### src/tlbpt_pkg.sv
package tlbpt_pkg;

    localparam int PAGE_W     = 8;
    localparam int OFFSET_W   = 8;
    localparam int FRAME_W    = 8;
    localparam int ADDR_W     = PAGE_W + OFFSET_W;
    localparam int COUNT_W    = 32;
    localparam int PAGE_COUNT = 1 << PAGE_W;

    localparam logic [COUNT_W-1:0] COUNT_MAX = '1;

    // result kinds
    typedef enum logic [1:0] {
        OUT_TLB_HIT   = 2'd0,
        OUT_TABLE_HIT = 2'd1,
        OUT_FAULT     = 2'd2
    } outcome_t;

    typedef enum logic {
        ST_IDLE,
        ST_LOOKUP
    } state_t;

    // controller to datapath
    typedef struct packed {
        logic load;    // capture input word, start page table read
        logic commit;  // resolve lookup, update state, fill output register
    } dp_cmd_t;

endpackage

### src/tlb_page_translator.sv
// channel   dir  width  contents (lowest bit up)
// s_axis    in   16     virt_addr
// m_axis    out  96     frame_index, phys_addr, outcome, tlb_hit_total,
//                       fault_total, zero fill
//
// each word goes through a capture cycle that starts the page table read,
// then a lookup cycle that compares all tlb tags and resolves the result
// the registered page table read sets this split; s_tready is high only in idle
// a finished result waits in the output register while the next word is taken
// if the output register is still full the lookup cycle holds until it drains
// rst_n clears tlb and page table valid bits, pointers and counters at once
module tlb_page_translator
    import tlbpt_pkg::*;
#(
    parameter int TLB_ENTRIES = 16,
    parameter int FRAME_COUNT = 256
)
(
    input  logic        clk,
    input  logic        rst_n,
    // input words
    input  logic        s_tvalid,
    output logic        s_tready,
    input  logic [15:0] s_tdata,   // [15:0] virt_addr
    // result words
    output logic        m_tvalid,
    input  logic        m_tready,
    output logic [95:0] m_tdata    // [7:0] frame_index, [23:8] phys_addr,
                                   // [25:24] outcome, [57:26] tlb_hit_total,
                                   // [89:58] fault_total, [95:90] zero
);

    dp_cmd_t            cmd;
    logic [FRAME_W-1:0] frame_index;
    logic [ADDR_W-1:0]  phys_addr;
    outcome_t           outcome;
    logic [COUNT_W-1:0] tlb_hit_total;
    logic [COUNT_W-1:0] fault_total;

    // sequencing and output handshake
    tlbpt_ctrl u_ctrl (
        .clk      (clk),
        .rst_n    (rst_n),
        .s_tvalid (s_tvalid),
        .s_tready (s_tready),
        .m_tvalid (m_tvalid),
        .m_tready (m_tready),
        .cmd      (cmd)
    );

    // tlb, page table, allocators and counters
    tlbpt_dp #(
        .TLB_ENTRIES (TLB_ENTRIES),
        .FRAME_COUNT (FRAME_COUNT)
    ) u_dp (
        .clk           (clk),
        .rst_n         (rst_n),
        .cmd           (cmd),
        .virt_addr     (s_tdata),
        .frame_index   (frame_index),
        .phys_addr     (phys_addr),
        .outcome       (outcome),
        .tlb_hit_total (tlb_hit_total),
        .fault_total   (fault_total)
    );

    assign m_tdata = {6'd0, fault_total, tlb_hit_total, outcome, phys_addr,
                      frame_index};

endmodule

### src/tlbpt_ctrl.sv
module tlbpt_ctrl
    import tlbpt_pkg::*;
(
    input  logic    clk,
    input  logic    rst_n,
    input  logic    s_tvalid,
    output logic    s_tready,
    output logic    m_tvalid,
    input  logic    m_tready,
    output dp_cmd_t cmd
);

    state_t state_reg;
    state_t state_next;
    logic   out_valid_reg;
    logic   out_valid_next;

    always_ff @(posedge clk or negedge rst_n)
    begin
        if (!rst_n)
        begin
            state_reg     <= ST_IDLE;
            out_valid_reg <= 1'b0;
        end
        else
        begin
            state_reg     <= state_next;
            out_valid_reg <= out_valid_next;
        end
    end

    // next state
    always_comb
    begin
        state_next = state_reg;
        case (state_reg)
            ST_IDLE:
            begin
                if (s_tvalid)
                    state_next = ST_LOOKUP;
            end
            ST_LOOKUP:
            begin
                if (!out_valid_reg || m_tready)
                    state_next = ST_IDLE;
            end
            default:
                state_next = ST_IDLE;
        endcase
    end

    // outputs
    always_comb
    begin
        s_tready   = 1'b0;
        cmd.load   = 1'b0;
        cmd.commit = 1'b0;
        case (state_reg)
            ST_IDLE:
            begin
                s_tready = 1'b1;
                cmd.load = s_tvalid;
            end
            ST_LOOKUP:
                cmd.commit = !out_valid_reg || m_tready;
            default:
            begin
                s_tready   = 1'b0;
                cmd.load   = 1'b0;
                cmd.commit = 1'b0;
            end
        endcase
        if (cmd.commit)
            out_valid_next = 1'b1;
        else if (m_tready)
            out_valid_next = 1'b0;
        else
            out_valid_next = out_valid_reg;
    end

    assign m_tvalid = out_valid_reg;

endmodule

### src/tlbpt_dp.sv
module tlbpt_dp
    import tlbpt_pkg::*;
#(
    parameter int TLB_ENTRIES = 16,
    parameter int FRAME_COUNT = 256
)
(
    input  logic                clk,
    input  logic                rst_n,
    input  dp_cmd_t             cmd,
    input  logic [ADDR_W-1:0]   virt_addr,
    output logic [FRAME_W-1:0]  frame_index,
    output logic [ADDR_W-1:0]   phys_addr,
    output outcome_t            outcome,
    output logic [COUNT_W-1:0]  tlb_hit_total,
    output logic [COUNT_W-1:0]  fault_total
);

    localparam int TLB_W = (TLB_ENTRIES > 1) ? $clog2(TLB_ENTRIES) : 1;

    logic [PAGE_W-1:0]   page_reg;
    logic [OFFSET_W-1:0] offset_reg;

    // page table
    logic [FRAME_W-1:0]    table_mem [PAGE_COUNT];
    logic [FRAME_W-1:0]    table_rd_reg;
    logic [PAGE_COUNT-1:0] table_valid_reg;

    // tlb entries
    logic [PAGE_W-1:0]      tlb_tag_reg   [TLB_ENTRIES];
    logic [FRAME_W-1:0]     tlb_frame_reg [TLB_ENTRIES];
    logic [TLB_ENTRIES-1:0] tlb_valid_reg;

    logic [TLB_W-1:0]   tlb_ptr_reg;
    logic [TLB_W-1:0]   tlb_ptr_next;
    logic [FRAME_W-1:0] frame_ptr_reg;
    logic [FRAME_W-1:0] frame_ptr_next;
    logic [COUNT_W-1:0] hit_cnt_reg;
    logic [COUNT_W-1:0] fault_cnt_reg;

    logic [FRAME_W-1:0]  out_frame_reg;
    logic [OFFSET_W-1:0] out_offset_reg;
    outcome_t            out_kind_reg;

    logic               tlb_hit;
    logic [FRAME_W-1:0] tlb_frame_sel;
    logic               table_hit;
    logic               fault;
    logic [FRAME_W-1:0] frame_sel;
    outcome_t           kind_sel;

    // parallel tag compare, lowest matching entry wins
    always_comb
    begin
        tlb_hit       = 1'b0;
        tlb_frame_sel = '0;
        for (int i = TLB_ENTRIES - 1; i >= 0; i--)
        begin
            if (tlb_valid_reg[i] && tlb_tag_reg[i] == page_reg)
            begin
                tlb_hit       = 1'b1;
                tlb_frame_sel = tlb_frame_reg[i];
            end
        end
    end

    assign table_hit = table_valid_reg[page_reg];
    assign fault     = !tlb_hit && !table_hit;

    always_comb
    begin
        if (tlb_hit)
        begin
            frame_sel = tlb_frame_sel;
            kind_sel  = OUT_TLB_HIT;
        end
        else if (table_hit)
        begin
            frame_sel = table_rd_reg;
            kind_sel  = OUT_TABLE_HIT;
        end
        else
        begin
            frame_sel = frame_ptr_reg;
            kind_sel  = OUT_FAULT;
        end
    end

    assign tlb_ptr_next   = (tlb_ptr_reg == TLB_W'(TLB_ENTRIES - 1)) ? '0
                                                                     : tlb_ptr_reg + TLB_W'(1);
    assign frame_ptr_next = (frame_ptr_reg == FRAME_W'(FRAME_COUNT - 1)) ? '0
                                                                         : frame_ptr_reg + FRAME_W'(1);

    // page table storage, registered read
    always_ff @(posedge clk)
    begin
        if (cmd.commit && fault)
            table_mem[page_reg] <= frame_ptr_reg;
        if (cmd.load)
            table_rd_reg <= table_mem[virt_addr[ADDR_W-1:OFFSET_W]];
    end

    // payload registers
    always_ff @(posedge clk)
    begin
        if (cmd.load)
        begin
            page_reg   <= virt_addr[ADDR_W-1:OFFSET_W];
            offset_reg <= virt_addr[OFFSET_W-1:0];
        end
        if (cmd.commit)
        begin
            out_frame_reg  <= frame_sel;
            out_offset_reg <= offset_reg;
            out_kind_reg   <= kind_sel;
            if (fault)
            begin
                tlb_tag_reg[tlb_ptr_reg]   <= page_reg;
                tlb_frame_reg[tlb_ptr_reg] <= frame_ptr_reg;
            end
        end
    end

    // control state
    always_ff @(posedge clk or negedge rst_n)
    begin
        if (!rst_n)
        begin
            table_valid_reg <= '0;
            tlb_valid_reg   <= '0;
            tlb_ptr_reg     <= '0;
            frame_ptr_reg   <= '0;
            hit_cnt_reg     <= '0;
            fault_cnt_reg   <= '0;
        end
        else if (cmd.commit)
        begin
            if (tlb_hit && hit_cnt_reg != COUNT_MAX)
                hit_cnt_reg <= hit_cnt_reg + COUNT_W'(1);
            if (fault)
            begin
                if (fault_cnt_reg != COUNT_MAX)
                    fault_cnt_reg <= fault_cnt_reg + COUNT_W'(1);
                table_valid_reg[page_reg] <= 1'b1;
                tlb_valid_reg[tlb_ptr_reg] <= 1'b1;
                tlb_ptr_reg   <= tlb_ptr_next;
                frame_ptr_reg <= frame_ptr_next;
            end
        end
    end

    assign frame_index   = out_frame_reg;
    assign phys_addr     = {out_frame_reg, out_offset_reg};
    assign outcome       = out_kind_reg;
    assign tlb_hit_total = hit_cnt_reg;
    assign fault_total   = fault_cnt_reg;

endmodule
### config.mk
export PLATFORM = sky130hd
export DESIGN_NAME = tlb_page_translator
export DESIGN_NICKNAME = d
export VERILOG_FILES = /design/src/tlbpt_pkg.sv /design/src/tlb_page_translator.sv /design/src/tlbpt_ctrl.sv /design/src/tlbpt_dp.sv
export SDC_FILE = /design/constraint.sdc
export NUM_CORES = 2
export LEC_CHECK = 0
export BUFFER_PORTS_ARGS = -buffer_cell sky130_fd_sc_hd__buf_2
export CORE_MARGIN = 3
export CORE_UTILIZATION = 50
export DETAILED_ROUTE_END_ITERATION = 7
export PLACE_DENSITY = 0.67
export SLEW_MARGIN = 0
export SYNTH_ARGS = -nofsm -noshare
export SYNTH_HDL_FRONTEND = slang
export SYNTH_SLANG_ARGS = --single-unit
### constraint.sdc
create_clock -name clk -period 7.15 [get_ports clk]
set_input_delay 1.0725 -clock clk [delete_from_list [all_inputs] [get_ports clk]]
set_output_delay 1.0725 -clock clk [all_outputs]
set_load 0.02 [all_outputs]
==> After elaboration in Yosys (flattened, before gate mapping) <==
Memories as Yosys holds them, arrays and structs flattened. A register that Yosys moved wholly into a read port is not among the register bits.
Cells that the tools add are included.
{ "totals": {"register_bits": 384, "latch_bits": 0, "mem_bits_rw": 2304, "romBits": 0, "inputBits": 20, "out_inout_bits": 98, "wordCells": 132, "memories": 3} }
{ "op_classes": {"n_addsub": 4, "mul": 0, "n_div": 0, "order_cmp": 4, "n_eq_ne": 20, "shift": 0, "muxes": 56, "bitwise_logic": 3, "reduce_logical": 29} }
{ "mem_list": {"columns": ["name", "depth", "width", "read_ports", "rd_ports_with_merged_regs", "wr", "line", "rtl"], "rows": [
  ["u_dp.table_mem", 256, 8, 1, 1, 1, "tlbpt_dp.sv:25", "logic [FRAME_W-1:0] table_mem [PAGE_COUNT];"],
  ["u_dp.tlb_frame_reg", 16, 8, 16, 0, 1, "tlbpt_dp.sv:31", "logic [FRAME_W-1:0] tlb_frame_reg [TLB_ENTRIES];"],
  ["u_dp.tlb_tag_reg", 16, 8, 16, 0, 1, "tlbpt_dp.sv:30", "logic [PAGE_W-1:0] tlb_tag_reg [TLB_ENTRIES];"]
]} }
{ "ops": {"columns": ["operator", "count"], "rows": [
  ["bitwise OR 256 bit", 1],
  ["two-way mux 8 bit", 19],
  ["equality test 8 bit", 16],
  ["adder 32 x 1 -> 32 bit (second input constant)", 2],
  ["inequality test 32 bit (second input constant)", 2],
  ["two-way mux 1 bit", 31],
  ["logical AND 1 bit", 21],
  ["bitwise OR 16 bit", 1],
  ["less-than comparator 8 x 9 -> 1 bit (second input constant)", 1],
  ["adder 8 x 1 -> 8 bit (second input constant)", 1],
  ["binary-select mux 1 bit (select 8 bit)", 1],
  ["demux 1 bit (select 8 bit)", 1],
  ["equality test 8 bit (second input constant)", 1],
  ["greater-or-equal comparator 8 x 1 -> 1 bit (second input constant)", 1],
  ["less-than comparator 4 x 5 -> 1 bit (second input constant)", 1],
  ["adder 4 x 1 -> 4 bit (second input constant)", 1],
  ["demux 1 bit (select 4 bit)", 1],
  ["equality test 4 bit (second input constant)", 1],
  ["greater-or-equal comparator 4 x 1 -> 1 bit (second input constant)", 1],
  ["two-way mux 4 bit", 1],
  ["AND reduction 2 bit", 2],
  ["logical NOT 1 bit", 3],
  ["AND reduction 3 bit", 1],
  ["two-way mux 2 bit", 1],
  ["4 further kinds", 4]
]} }

==> Longest topological paths before layout <==
An unclocked memory read counts as a cell.
{ "depth": {"depth_word": 24, "ltp_mapped": 19, "depth_no_buf": 11} }

==> Cells and area by module <==
A second synthesis with hierarchy kept.
{ "hier_totals": {"hier_cells": 5149, "hier_area_um2": 106694.8} }
{ "by_module_without_submodules": {"columns": ["mod", "instances", "cells_per_inst", "area_per_inst_um2", "seq_area_each_um2"], "rows": [
  ["tlbpt_dp", 1, 5133, 106544.7, 79155.9],
  ["tlbpt_ctrl", 1, 9, 101.3, 50.0],
  ["tlb_page_translator", 1, 7, 48.8, 0.0]
]} }

==> Worst setup path after synthesis <==
Ideal clock, no wire load.
{ "synth_path": {"path_type": "reg-to-reg", "startpoint": "register u_dp.frame_ptr_reg[0]", "endpoint": "register u_dp.frame_ptr_reg[5]", "setup_time_ns": 0.297, "t_arrival_ns": 4.948, "required_ns": 6.853, "slack_ns": 1.905, "path_stages_with_launch": 7, "path_buffers": 0, "synth_period_minus_slack_ns": 5.245, "cell_sequence": "dfrtp_1 ha_1 nand3_1 nor2_1 a31oi_1 o21ai_0 o31ai_1"} }
{ "synth_via": {"elab_chain_len": 2, "word_cells_on_any_way": 3, "cone_classes": "add/sub (1); eq/ne (1); mux (1)"} }
{ "synth_lines": {"columns": ["element", "line", "rtl"], "rows": [
  ["from (decl)", "tlbpt_dp.sv:36", "logic [FRAME_W-1:0] frame_ptr_reg;"],
  ["from (signal assigned)", "tlbpt_dp.sv:147", "frame_ptr_reg <= frame_ptr_next;"],
  ["adder 8 x 1 -> 8 bit / equality test 8 bit (equally long branches)", "tlbpt_dp.sv:92, tlbpt_dp.sv:91", null],
  ["two-way mux 8 bit *", "tlbpt_dp.sv:91", "assign frame_ptr_next = (frame_ptr_reg == FRAME_W'(FRAME_COUNT - 1)) ? '0"]
]} }
Every way passes the cells marked *; elsewhere a longest branch is shown, timed or not.
A chain may end at the register's enable or synchronous reset.

==> Final worst setup path <==
{ "layout_path": {"startpoint": "register u_dp.page_reg[0]", "endpoint": "memory u_dp.table_mem[8][1], enable pin"} }
{ "layout_via": {"elab_chain_len": 23, "word_cells_on_any_way": 56, "cone_classes": "eq/ne (16); mux (20); reduce/logical (20)"} }
{ "layout_lines": {"columns": ["element", "line", "rtl"], "rows": [
  ["from (decl)", "tlbpt_dp.sv:21", "logic [PAGE_W-1:0] page_reg;"],
  ["from (signal assigned)", "tlbpt_dp.sv:108", "page_reg <= virt_addr[ADDR_W-1:OFFSET_W];"],
  ["equality test 8 bit", "tlbpt_dp.sv:59", "if (tlb_valid_reg[i] && tlb_tag_reg[i] == page_reg)"],
  ["logical AND 1 bit", "tlbpt_dp.sv:59", null],
  ["two-way mux 1 bit (16 in a row)", "tlbpt_dp.sv:59", null],
  ["logical NOT 1 bit", "tlbpt_dp.sv:68", "assign fault = !tlb_hit && !table_hit;"],
  ["logical AND 1 bit", "tlbpt_dp.sv:68", null],
  ["logical AND 1 bit", "tlbpt_dp.sv:97", "if (cmd.commit && fault)"],
  ["two-way mux 1 bit", "tlbpt_dp.sv:97", null],
  ["two-way mux 1 bit (implied by the code)", "tlbpt_dp.sv:98", "table_mem[page_reg] <= frame_ptr_reg;"],
  ["to (decl)", "tlbpt_dp.sv:25", null]
]} }
Parallel ways exist; a longest one is shown, timed or not. The select of a mux whose other input is x is not followed.

==> metrics.txt <==
post-cts sizing count 0; post-CTS setup buffers 0; RSZ-0062 raised after global routing no; gr ovfl total 0; post-route ant nets 0; H-tree depth 5; 1st-pass router iterations 5; Tightest Pin Transition 1.33 ns; drt drc 0; routed len/inst 30.4 um; die area 218000 sq um; Crit. End Element flop; layout cells sized above 1 27.3%; Routed WL 255000 um; worst-path fanout max 32; Power Total 37.4 mW; Setup CP Type flop to flop; worst hold-check path type primary input to asynchronous set/reset pin; first-pass GRT wire length 375000 um; CP Launch Type flop; #FFs+latches synth 2696; Avg Synthesized Cell Area 20.5 sq um; chip width 467 um; Sink Count 2696; # setup viols final 0; max reg flops 2048; First DRT Iteration DRCs 6389; CORE AREA 210000 sq um; PnR worst setup slack 0.991 ns; vias in the first global route 52600; Vias/cell 6.23; CTS buffer count 284; chip height 467 um; Cells after Synth 5173; largest net degree at the start of global routing 169; achievable frequency 162 MHz; Yosys warning count 0; PortBufs 111; GP Congestion 0.862; WP data arrival 6.68 ns; HPWL Detailed 151000 um; skew final 0.0529 ns; Clock Root Buffer clkbuf_16; Hold Worst Slack 0.0967 ns; fin nets 5396; leakage 40.3 nW; Rel. slew slack 11.3%; Skew-Pair Late Insertion Delay 0.93 ns; CTS tree done; Area Overhead vs Synth 12.3%; Synth Flop Type edfxtp_1; minimum clock period 6.16 ns; WP data required 7.67 ns; number of enable flip-flop cells after synthesis 2346; initial antenna violation count 16; power density cells 314 nW/um^2; Total GRT Usage 23.5%; fin crit share 86.1%; Initial Util 50.5%; FILL cells 15200; Distinct cells, synth 75; final hold vios 0; max_cap viols 0; std cell rows 168; sum of negative setup slack 0 ns; CTS clk-pin slew, worst paths 0.06 ns; I/O pin cnt 118; DP Worst Slack 1.04 ns; status completed; Max clock buf depth 4; vias post-DR 52300; # hold bufs at CTS 0; sequential area share after synthesis 74.5%; Async SR Flop Fraction 13.0%; mapped cell area 106000 sq um; Max VDD drop 0.257 mV; final slew viol count 0
## metrics by stage
stage	std cells	area (sq um)	utilization, %
after floorplan	5178	106000	-
after global routing	8386	119000	56.8
after global placement	7888	110000	52.4
after CTS	8384	119000	56.8
after detailed placement	7888	110000	52.4
final	8386	119000	56.8
## cells in the final DEF (no fill, tap or decap), types with 17 or more instances in the layout
cell type	n
a21oi_1	38
and3_1	21
buf_12	30
buf_2	106
buf_4	104
bufinv_16	31
clkbuf_1	58
clkbuf_16	291
clkinv_1	34
clkinv_2	36
clkinvlp_4	21
dfrtp_1	342
edfxtp_1	2346
inv_1	31
mux2i_1	28
mux4_2	742
nand2_1	92
nand3_1	75
nand4_1	29
nor2_1	324
nor3_1	62
o21ai_0	20
o21bai_1	198
o21bai_2	42
or2_2	35
or3_1	17
xnor2_1	133
xor2_1	60
## metal layers
layer	global-route usage [%]	vias up	wire [um]
met5	0	-	64
met4	6.59	10	6900
met3	4.80	400	21800
met2	36.2	2658	121000
met1	34.7	27800	105000
li1	-	21400	-
## worst max-delay path, cell delays in order, from the launching register on
cell and delay [ns]:
edfxtp_1 0.89, buf_4 0.44, mux4_2 0.56, o22a_1 0.21, a21o_1 0.19, o31ai_1 0.27
o2111ai_1 0.28, nand2_2 0.42, nand3_4 0.17, inv_4 0.17, nand2_4 0.22, or4_2 0.99
buf_12 0.32, nor2_1 0.57
## where the power goes
part	switching, mW	internal (mW)	leakage (nW)
Sequential	0.519	18.7	26.8
Combinational	2.60	1.09	9.08
Clock	5.91	8.66	4.42
Total	9.02	28.4	40.3
## cell type report
type	instances	area (sq um)	share of cell area (%)
Antenna cell	2	5.00	0.00419
Sequential cell	2696	79200	66.3
Clock buffer	356	7600	6.36
Multi-Input combinational cell	2110	25400	21.3
Inverter	32	123	0.103
Timing Repair Buffer	245	1980	1.66
Clock inverter	140	1570	1.32
Tap cell	2805	3510	2.94
## worst paths after layout
check,start,to,slack [ns],cells after the start
min in group clk,s_tdata[5],u_dp.offset_reg[5]$_DFFE_PP_,0.34,1
min,rst_n,u_dp.table_valid_reg[0]$_DFFE_PN0P_,0.1,1
max,u_dp.page_reg[0]$_DFFE_PP_,u_dp.table_mem[8][1]$_DFFE_PP_,0.99,13
min reg2reg,u_dp.offset_reg[2]$_DFFE_PP_,u_dp.out_offset_reg[2]$_DFFE_PP_,0.42,0
max reg2reg,u_dp.page_reg[0]$_DFFE_PP_,u_dp.table_mem[8][1]$_DFFE_PP_,0.99,13
max in group asynchronous,rst_n,u_dp.table_valid_reg[104]$_DFFE_PN0P_,5.44,2
## logic make-up after synthesis
logic type                 Yosys count  synth area share [%]
and+or+nand+nor                    733                  3.27
adders and majority gates            7                0.0824
other                                1               0.00353
xor gates and xnor gates           193                  1.59
AOI/OAI and AO/OA                  385                  2.76
DFF                               2696                  74.5
buffers and inverters              372                  1.63
muxes                              786                  16.2
## synth_stat cells (4+ instances only)
| cell | instances | share of area (%) |
|---|---|---|
| clkbuf_1 | 176 | 0.62 |
| dfrtp_1 | 350 | 8.2 |
| or3_1 | 26 | 0.15 |
| a31oi_1 | 6 | 0.035 |
| nand2b_1 | 11 | 0.065 |
| o211ai_1 | 4 | 0.028 |
| buf_2 | 58 | 0.27 |
| o31ai_1 | 6 | 0.042 |
| nor3b_1 | 6 | 0.042 |
| o21bai_2 | 42 | 0.44 |
| o21ai_0 | 20 | 0.094 |
| nand2_1 | 93 | 0.33 |
| a21oi_1 | 38 | 0.18 |
| nor4_1 | 11 | 0.065 |
| buf_4 | 20 | 0.14 |
| or2_2 | 35 | 0.21 |
| ha_1 | 7 | 0.082 |
| mux2i_1 | 28 | 0.26 |
| a211oi_1 | 10 | 0.071 |
| a22oi_1 | 5 | 0.035 |
| nor3_1 | 63 | 0.30 |
| nor2_1 | 324 | 1.1 |
| edfxtp_1 | 2346 | 66 |
| nand3_1 | 75 | 0.35 |
| a21o_1 | 8 | 0.057 |
| or4_1 | 6 | 0.042 |
| nor2b_1 | 11 | 0.065 |
| xnor2_1 | 133 | 1.1 |
| nand4_1 | 29 | 0.17 |
| mux2_2 | 16 | 0.17 |
| inv_1 | 31 | 0.11 |
| o22ai_1 | 14 | 0.082 |
| a211o_1 | 4 | 0.033 |
| o21bai_1 | 198 | 1.4 |
| buf_6 | 21 | 0.22 |
| and3_1 | 21 | 0.12 |
| o221ai_1 | 5 | 0.041 |
| buf_1 | 62 | 0.22 |
| xor2_1 | 60 | 0.49 |
| mux4_2 | 742 | 16 |
Power figures use the tool's default switching activity.
